File: config.mk
export PLATFORM = sky130hd
export DESIGN_NAME = smj_ctrl
export DESIGN_NICKNAME = d
export VERILOG_FILES = /design/src/sv/smj_pkg.sv /design/src/sv/smj_ctrl.sv
export SDC_FILE = /design/constraint.sdc
export NUM_CORES = 1
export LEC_CHECK = 0
export ABC_AREA = 0
export BUFFER_PORTS_ARGS = -buffer_cell sky130_fd_sc_hd__buf_2
export CELL_PAD_IN_SITES_DETAIL_PLACEMENT = 0
export CELL_PAD_IN_SITES_GLOBAL_PLACEMENT = 2
export CORE_MARGIN = 2
export CORE_UTILIZATION = 26
export CTS_CLUSTER_SIZE = 16
export DETAILED_ROUTE_END_ITERATION = 16
export GPL_TIMING_DRIVEN = 1
export PLACE_DENSITY_LB_ADDON = 0.1
export SLEW_MARGIN = 10
export SYNTH_ARGS = -nofsm -noshare
export SYNTH_HDL_FRONTEND = slang
export SYNTH_SLANG_ARGS = --single-unit
File: constraint.sdc
create_clock -name i_clk -period 2.1 [get_ports i_clk]
set_input_delay 0.315 -clock i_clk [delete_from_list [all_inputs] [get_ports i_clk]]
set_output_delay 0.315 -clock i_clk [all_outputs]
set_load 0.005 [all_outputs]
File: src/sv/smj_pkg.sv
package smj_pkg;
    localparam int unsigned ProbeDepth = 1024;
    localparam int unsigned BuildDepth = 1024;
    localparam int unsigned PAW = (ProbeDepth > 1) ? $clog2(ProbeDepth) : 1;
    localparam int unsigned BAW = (BuildDepth > 1) ? $clog2(BuildDepth) : 1;
    localparam int unsigned PCW = $clog2(ProbeDepth + 1);
    localparam int unsigned BCW = $clog2(BuildDepth + 1);
    localparam int unsigned KeyW = 64;
    localparam int unsigned CntW = 21;
    localparam int unsigned SizeW = 11;
    localparam logic [CntW-1:0] CountMax = {CntW{1'b1}};

    localparam logic [1:0] ModeProbe = 2'd0;
    localparam logic [1:0] ModeBuild = 2'd1;
    localparam logic [1:0] ModeRun   = 2'd2;

    typedef enum logic [1:0] {
        t_sel_load  = 2'd0,
        t_sel_sort  = 2'd1,
        t_sel_merge = 2'd2
    } t_asel;

    // controller -> datapath
    typedef struct packed {
        logic            load_a;
        logic            load_b;
        logic            run_init;
        logic            sort_outer;  // start insertion of element i
        logic            sort_read;   // issue read of A[j-1]
        logic            sort_shift;  // A[j] <= A[j-1], j--
        logic            sort_place;  // A[j] <= v, i++
        logic            mrg_init;    // rewind i for the merge
        logic            mrg_step;    // consume registered data
        logic            clear;
    } t_cmd;

    // datapath -> controller
    typedef struct packed {
        logic sort_done;   // i >= na
        logic j_zero;
        logic gt;          // A[j-1] > v
        logic mrg_done;    // no run open, and i >= na or j >= nb
    } t_sts;

    function automatic logic [SizeW-1:0] sat_size(input logic [31:0] v);
        return (v > 32'((1 << SizeW) - 1)) ? {SizeW{1'b1}} : v[SizeW-1:0];
    endfunction
endpackage

File: src/sv/smj_ctrl.sv
module smj_ctrl import smj_pkg::*; (
    input  logic       i_clk,
    input  logic       i_rst_n,
    input  logic       i_valid,
    output logic       o_ready,
    input  logic [1:0] i_mode,
    input  t_sts       i_sts,
    output t_cmd       o_cmd,
    output logic       o_out_load,
    input  logic       i_out_free
);
    typedef enum logic [7:0] {
        S_IDLE   = 8'b00000001,
        S_SOUTER = 8'b00000010,
        S_SWAIT  = 8'b00000100,
        S_SCMP   = 8'b00001000,
        S_MINIT  = 8'b00010000,
        S_MREAD  = 8'b00100000,
        S_MSTEP  = 8'b01000000,
        S_DONE   = 8'b10000000
    } t_state;

    t_state r_state, n_state;

    always_comb begin
        n_state    = r_state;
        o_cmd      = '0;
        o_ready    = 1'b0;
        o_out_load = 1'b0;
        case (r_state)
            S_IDLE: begin
                o_ready = 1'b1;
                if (i_valid) begin
                    case (i_mode)
                        ModeProbe: o_cmd.load_a = 1'b1;
                        ModeBuild: o_cmd.load_b = 1'b1;
                        ModeRun: begin
                            o_cmd.run_init = 1'b1;
                            n_state = S_SOUTER;
                        end
                        default: ;
                    endcase
                end
            end
            S_SOUTER: begin
                // read A[i] to hold as the value being inserted
                if (i_sts.sort_done) begin
                    n_state = S_MINIT;
                end else begin
                    o_cmd.sort_outer = 1'b1;
                    n_state = S_SWAIT;
                end
            end
            S_SWAIT: begin
                o_cmd.sort_read = 1'b1;  // latches A[i] as v when j == i, reads A[j-1]
                n_state = S_SCMP;
            end
            S_SCMP: begin
                if (!i_sts.j_zero && i_sts.gt) begin
                    o_cmd.sort_shift = 1'b1;
                    n_state = S_SWAIT;
                end else begin
                    o_cmd.sort_place = 1'b1;
                    n_state = S_SOUTER;
                end
            end
            S_MINIT: begin
                o_cmd.mrg_init = 1'b1;
                n_state = S_MREAD;
            end
            S_MREAD: begin
                if (i_sts.mrg_done) n_state = S_DONE;
                else n_state = S_MSTEP;
            end
            S_MSTEP: begin
                o_cmd.mrg_step = 1'b1;
                n_state = S_MREAD;
            end
            S_DONE: begin
                if (i_out_free) begin
                    o_out_load = 1'b1;
                    o_cmd.clear = 1'b1;
                    n_state = S_IDLE;
                end
            end
            default: n_state = S_IDLE;
        endcase
    end

    always_ff @(posedge i_clk) begin
        if (!i_rst_n) begin
            r_state <= S_IDLE;
        end else begin
            r_state <= n_state;
        end
    end

    a_onehot: assert property (@(posedge i_clk) disable iff (!i_rst_n)
        $onehot(r_state)) else $error("state not one-hot");
    a_ready: assert property (@(posedge i_clk) disable iff (!i_rst_n)
        o_ready |-> r_state == S_IDLE) else $error("ready outside idle");
    a_load: assert property (@(posedge i_clk) disable iff (!i_rst_n)
        o_out_load |=> r_state == S_IDLE) else $error("result not closing run");
endmodule

== Yosys cells after proc, flatten, opt, wreduce, memory -nomap -nowiden ==
Index checks and enable logic that the tools add are counted.
Operators by class
  add/subtract/negate cells: 0
  multiply operators: 0
  div/mod/pow operators: 0
  order comparisons: 0
  equal/unequal tests: 13
  shift-type cells: 0
  multiplexer cells: 23
  bitwise operators: 0
  reductions and logical operators: 5
Operators by type and width (count)
  case mux 8 bit (7 select lines): 1
  2-to-1 mux 8 bit: 4
  2-to-1 mux 1 bit: 13
  2-to-1 mux 3 bit: 3
  == test 8 x 1 -> 1 bit (second input constant): 1
  == test 8 x 2 -> 1 bit (second input constant): 1
  == test 8 x 3 -> 1 bit (second input constant): 1
  == test 8 x 4 -> 1 bit (second input constant): 1
  == test 8 x 5 -> 1 bit (second input constant): 1
  == test 8 x 6 -> 1 bit (second input constant): 1
  == test 8 x 7 -> 1 bit (second input constant): 1
  == test 8 bit (second input constant): 1
  2-to-1 mux 5 bit: 1
  != test 2 bit (second input constant): 2
  AND reduction 3 bit: 1
  == test 2 x 1 -> 1 bit (second input constant): 1
  == test 2 bit (second input constant): 1
  logical NOT 2 bit: 1
  2-to-1 mux 2 bit: 1
  != test 2 x 1 -> 1 bit (second input constant): 1
  OR reduction 2 bit: 1
  logical AND 1 bit: 1
  logical NOT 1 bit: 1
Storage, ports and cells
  bits in registers: 8
  bits in latches: 0
  memory bits (writable): 0
  ROM bits: 0
  input port bits: 10
  output and inout port bits: 12
  word-level logic and storage cells: 42
  memories: 0

== Logic depth before layout (Yosys ltp) ==
Gate-level depths: netlist of run 1.
  word-level depth: 4
  depth in mapped cells: 5

== Least setup slack after synthesis of run 1 ==
Ideal clock, no wire load.
  kind: register -> output
  start: register r_state[2]
  end: output o_cmd[0] (netlist bit)
  data arrival time: 1503 ps
  slack: 282 ps
  cell stages (with the launch flop): 5
  path buffers: 2
  cell sequence: dfxtp_1 buf_6 or4_4 nor4_1 buf_4
Between the ends
  cells in the longest elaborated chain, start to end: 2
Ends and longest elaborated chain
  start: declaration: RTL line smj_ctrl.sv:23  | t_state r_state, n_state;
  start signal: assignment: RTL line smj_ctrl.sv:94  | r_state <= n_state;
  == test 8 bit
  2-to-1 mux 1 bit
  end: declaration: RTL line smj_ctrl.sv:8  | output t_cmd o_cmd,
Every way passes these cells.

== Worst setup path after layout of run 1 ==
  start: register r_state[2]
  end: output o_out_load
Between the ends
  cells in the longest elaborated chain, start to end: 2
Ends and longest elaborated chain
  == test 8 bit: RTL line smj_ctrl.sv:30  | case (r_state)
  2-to-1 mux 1 bit: RTL line smj_ctrl.sv:30
  end: declaration: RTL line smj_ctrl.sv:9  | output logic o_out_load,
Every way passes these cells.

==> results of run 1 <==
layer usage:
layer | routed length (um) | GRT usage, % | vias to the layer above
met5 | 0 | 0 | -
met4 | 13 | 7.69 | 0
met3 | 73 | 2.57 | 2
met2 | 755 | 20.4 | 13
met1 | 791 | 17.8 | 284
li1 | - | - | 308
area by class of cell:
| type | count | area, sq um | area share (%) |
|---|---|---|---|
| tap | 28 | 35.0 | 4.71 |
| inverter | 4 | 15.0 | 2.02 |
| clock buffer | 3 | 22.5 | 3.03 |
| multi-input combinational | 52 | 399 | 53.6 |
| timing repair buffer | 22 | 113 | 15.1 |
| sequential | 8 | 160 | 21.5 |
what timing repair did:
action,CTS,global route
gates resized for setup,0,2
endpoints found under the hold margin,0,0
setup endpoints to repair,0,3
where the power goes:
group / switching [mW] / internal [mW] / total, mW / leakage, nW
Sequential: 0.00882 / 0.155 / 0.164 / 0.0647
Clock: 0.0553 / 0.0656 / 0.121 / 0.0138
Combinational: 0.0285 / 0.0261 / 0.0546 / 0.251
Total: 0.0925 / 0.247 / 0.339 / 0.329
metrics by stage:
step	setup slack (ns)	power, mW	area [sq um]	hold WS, ns
after floorplan	0.282	0.197	613	0.393
after global placement	0.380	0.222	709	0.502
after detailed placement	0.357	0.222	709	0.505
after CTS	0.0566	0.349	732	0.233
after global routing	0.000339	0.364	744	0.235
final	0.0592	0.339	744	0.245
cells by family after synthesis:
kind of cell	synth area share, %
and+or+nand+nor	46.1
buffers and inverters	10.8
AOI/OAI and AO/OA	14.1
DFF	26.1
xor gates and xnor gates	2.86
cell usage after synthesis, drive strengths merged, types with 3 or more instances:
cell,n,area share (%)
nor4,3,3.1
inv,4,2.4
buf,5,5.9
nor3b,4,4.9
nand3b,4,4.9
nor4b,4,5.7
clkbuf,4,2.4
dfxtp,8,26
nor2,5,3.1
nor3,4,4.1
critical path: cells and delay by family, from the launching register on:
| family | cells | cell delay [ns] |
|---|---|---|
| and+or+nand+nor | 2 | 0.90 |
| DFF | 1 | 0.39 |
| buffers and inverters | 1 | 0.17 |
how the worst max path moves through the flow:
stage                                    to                    start  cells after the start
CTS                                o_cmd[9]  r_state[2]$_SDFFE_PN0P_                      4
global placement    r_state[1]$_SDFFE_PN0P_  r_state[7]$_SDFFE_PN0P_                      3
floorplan                          o_cmd[0]  r_state[2]$_SDFFE_PN0P_                      4
global route                     o_out_load  r_state[2]$_SDFFE_PN0P_                      3
finish                           o_out_load  r_state[2]$_SDFFE_PN0P_                      3
detailed placement                 o_cmd[9]  r_state[2]$_SDFFE_PN0P_                      4
==> impl_results.md, run 1 <==
- Crit Path Category: reg -> out
- Fillers: 257
- PortBufs: 21
- Initial antenna violation count: 0
- Die X: 52.6 um
- Slew Viols, Final: 0
- Vias in the first global route: 558
- ANT cells: 0
- Vias per cell: 5.19
- Crit path max-delay cell type: or4_4
- PwrDens: 456 mW/mm^2
- Syn. warnings: 0
- Post-CTS setup buffers: 0
- CTS tree: built
- Worst slew margin: 70.0%
- Syn Area/Cell: 8.40 sq um
- Worst VDD drop: 0.214 mV
- Die Height: 52.6 um
- R2r endpoint: r_state[1]$_SDFFE_PN0P_
- Final core occ: 33.7%
- Distinct cells, synth: 35
- Max reg flops: 8
- Io pins: 22
- Reg2reg start: r_state[2]$_SDFFE_PN0P_
- Share of cells above drive strength 1: 38.2%
- Setup crit end kind: output port
- Hold Path End: r_state[6]$_SDFFE_PN0P_
- Crit path required time: 1.78 ns
- Tot GR Track Use: 13.5%
- Post-synth design cell area: 613 sq um
- Placed cells: 114
- DR iter-0 viols: 14
- Reg2reg path depth: 3
- Sinks on Clock Net: 8
- Yosys reg bits: 8
- Post-Route WL: 1630 um
- Final HPWL from detailed placement: 1280 um
- Fin crit period: 2.04 ns
- Num CTS Buffers: 3
- Max_cap viols: 0
- Tcrit/Tclk final: 97.2%
- Core area: 0.00221 sq mm
- Global-route wire length before repair: 2600 um
- Min-delay src: i_sts[0]
- Gpl congestion: 0.784
- Post-synth ARST share: 0%
- H-tree depth: 1
- Post-synthesis sequential area ratio: 26.1%
- Rows: 17
- CTS Root Cell: clkbuf_4
- Critical path fanouts, max: 8
- Most common library cell in the layout ignoring fill and taps: buf_2
- Worst slew pin tran: 0.446 ns
- Hold Crit Class: in -> reg
- Total iterations of the first detailed-routing run: 4
- # DRC: 0
- Crit-path cells: or4_4 -> nor4_1 -> buf_2
- Endpoints failing setup: 0
- RSZ-0062 raised after global routing: false
- Startpoint Class: flop
- Layout Area Growth over Synthesis: 21.4%
- DR WL/cell: 14.0 um
- Largest net degree at the start of global routing: 12
- Final nets: 101
- Final ANT Viol Nets: 0
- R2R setup slack: 0.40 ns
- Final std cells w/o fill: 117
- Total number of vias: 607
- Hold_buf cts: 0
- Hold Crit Depth: 2
- Reg with most FFs: r_state
- Clk slew on worst S/H paths: 0.06 ns
- Clock Latency Late Sink: 0.25 ns
- Fmax achieved: 0.490 GHz
- Starting Density: 27.7%
- Setup Skew: 0.00288 ns
- Cells after Synth: 73
- Largest registers: r_state x8
- Mapped Nets: 83
- Status: finished clean
- Setup TNS: 0 ns
- Primary FF master, synth: dfxtp_1
- Largest stage delay, worst path: 0.60 ns
- Post-synth EDFFs: 0
- CTS Buffer Depth: 2
- Grt total ovfl: 0
- Leakage: 0.329 nW
- Die footprint: 0.00276 sq mm
- Most frequent cells in the layout: 21 x buf_2, 8 x dfxtp_1, 5 x nor2_1
- Final Hold Fails: 0
- Worst Path Arrival: 1.73 ns
Power figures use the tool's default switching activity.
==> run 2, diff against run 1 <==
Settings changed: CORE_UTILIZATION 26 to 24, HOLD_SLACK_MARGIN from default to 0.08.
Clock period 2.1 ns to 1.8 ns, I/O delays scaled along.
==> run 2 against run 1 <==
Core utilization is 2.8 points higher. Register-to-register slack lost 0.32 ns. Clock skew up 0.0046 ns. Via count increased by 4.6%. Sequential share of layout area shrank 3.1 points. First-iteration DRC count fell by 36%. Routed wire length increased by 1.1%. Combinational power increased by 55%. Clock-buffer cell count unchanged. Largest cell class unchanged.
==> impl_results.md, run 2 (same netlist as run 1, synthesis figures left out) <==
- Die X: 54.5 um
- Critical path fanouts, max: 4
- Fillers: 247
- Layout Area Growth over Synthesis: 45.9%
- Hold Crit Class: in -> reg
- Switch Pwr: 105 uW
- Largest net degree at the start of global routing: 12
- RSZ-0062 raised after global routing: true
- Global-route wire length before repair: 2600 um
- Sinks on Clock Net: 8
- Endpoints failing setup: 0
- ANT cells: 0
- Die footprint: 0.00297 sq mm
- CTS Root Cell: clkbuf_4
- Starting Density: 25.0%
- H-tree depth: 1
- Int Power: 299 uW
- Sequential power share: 46.1%
- Tcrit/Tclk final: 98.8%
- Area of the multi-input gates: 459 sq um
- Hold_buf cts: 0
- Leakage: 0.406 nW
- Final ANT Viol Nets: 0
- Tot GR Track Use: 12.8%
- Crit path required time: 1.53 ns
- Setup crit end kind: output port
- Final HPWL from detailed placement: 1300 um
- Largest registers: r_state x8
- Final core occ: 36.4%
- PwrDens: 452 mW/mm^2
- Worst slew margin: 66.9%
- Storage cell area: 165 sq um
- Clock network power share: 32.9%
- Setup TNS: 0 ns
- Most common library cell in the layout ignoring fill and taps: buf_2
- Worst VDD drop: 0.262 mV
- Max_cap viols: 0
- Worst Path Arrival: 1.51 ns
- Final Hold Fails: 0
- Clock Latency Late Sink: 0.25 ns
- CTS tree: built
- Status: finished clean
- Clk slew on worst S/H paths: 0.05 ns
- DR iter-0 viols: 9
- Total number of vias: 635
- Sw Ratio: 25.9%
- Vias per cell: 4.88
- Slew Viols, Final: 0
- Fin crit period: 1.78 ns
- Startpoint Class: flop
- Gate power share: 21.0%
- PortBufs: 21
- Gpl congestion: 0.751
- Reg with most FFs: r_state
- Num CTS Buffers: 3
- Core area: 0.00245 sq mm
- Vias in the first global route: 574
- Most frequent cells in the layout: 21 x buf_2, 12 x buf_4, 6 x dfxtp_1
- CTS Buffer Depth: 2
- # DRC: 0
- Fmax achieved: 0.562 GHz
- Rows: 18
- Share of cells above drive strength 1: 52.0%
- Io pins: 22
- Post-Route WL: 1650 um
- Die Height: 54.5 um
- DR WL/cell: 12.7 um
- Grt total ovfl: 0
- Crit Path Category: reg -> out
- Worst slew pin tran: 0.496 ns
- Setup Skew: 0.00749 ns
- Initial antenna violation count: 0
- Max reg flops: 8
- Final nets: 112
- Total iterations of the first detailed-routing run: 4
[run 2: final timing paths]
| check | end | depth (start not counted) | startpoint | slack (ns) |
|---|---|---|---|---|
| setup / recovery | o_cmd[8] | 5 | r_state[6]$_SDFFE_PN0P_ | 0.02 |
| hold reg to reg | r_state[6]$_SDFFE_PN0P_ | 1 | r_state[7]$_SDFFE_PN0P_ | 0.66 |
| setup reg to reg | r_state[0]$_SDFFE_PN1P_ | 4 | r_state[3]$_SDFFE_PN0P_ | 0.08 |
| hold / removal | r_state[6]$_SDFFE_PN0P_ | 2 | i_sts[0] | 0.19 |
[run 2: per-layer routing]
| layer | share of wire (%) | GRT usage (%) |
|---|---|---|
| met3 | 4.7 | 4.92 |
| met5 | 0 | 0 |
| met1 | 46 | 16.0 |
| met4 | 1.0 | 5.00 |
| met2 | 48 | 19.7 |
[run 2: power groups by stage]
| stage | sequential, mW | clock, mW | combinational [mW] |
|---|---|---|---|
| final | 0.186 | 0.133 | 0.0849 |
| after global routing | 0.187 | 0.152 | 0.0944 |
| after CTS | 0.188 | 0.140 | 0.0813 |
| after detailed placement | 0.191 | 0 | 0.0777 |
| after global placement | 0.191 | 0 | 0.0796 |
| after floorplan | 0.185 | 0 | 0.0445 |
[run 2: area by class of cell]
type | instances | share of cell area [%]
Sequential cell | 8 | 18.5
Timing Repair Buffer | 33 | 21.8
Clock buffer | 3 | 2.52
Tap cell | 30 | 4.20
Multi-Input combinational cell | 52 | 51.3
Inverter | 4 | 1.68
[run 2: through the flow]
| stage | cells | total power [mW] | hold slack, ns | setup WS, ns | area (sq um) |
|---|---|---|---|---|---|
| after global placement | 124 | 0.271 | 0.457 | 0.137 | 772 |
| after floorplan | 73 | 0.230 | 0.348 | 0.0273 | 613 |
| final | 130 | 0.404 | 0.194 | 0.0207 | 895 |
| after CTS | 128 | 0.409 | 0.196 | -0.00391 | 851 |
| after detailed placement | 124 | 0.269 | 0.457 | 0.173 | 772 |
| after global routing | 130 | 0.434 | 0.186 | -0.117 | 895 |
[run 2: what timing repair did]
item,CTS,global route
pin swaps,3,5
endpoints found under the setup margin,9,10
gates resized for setup,8,6
setup buffers,1,2
[run 2: critical path: stages, from the launching register on]
cell and delay (ns):
dfxtp_4 0.36, nor4_4 0.29, nand4b_1 0.21, inv_1 0.12
and4b_1 0.18, buf_2 0.11
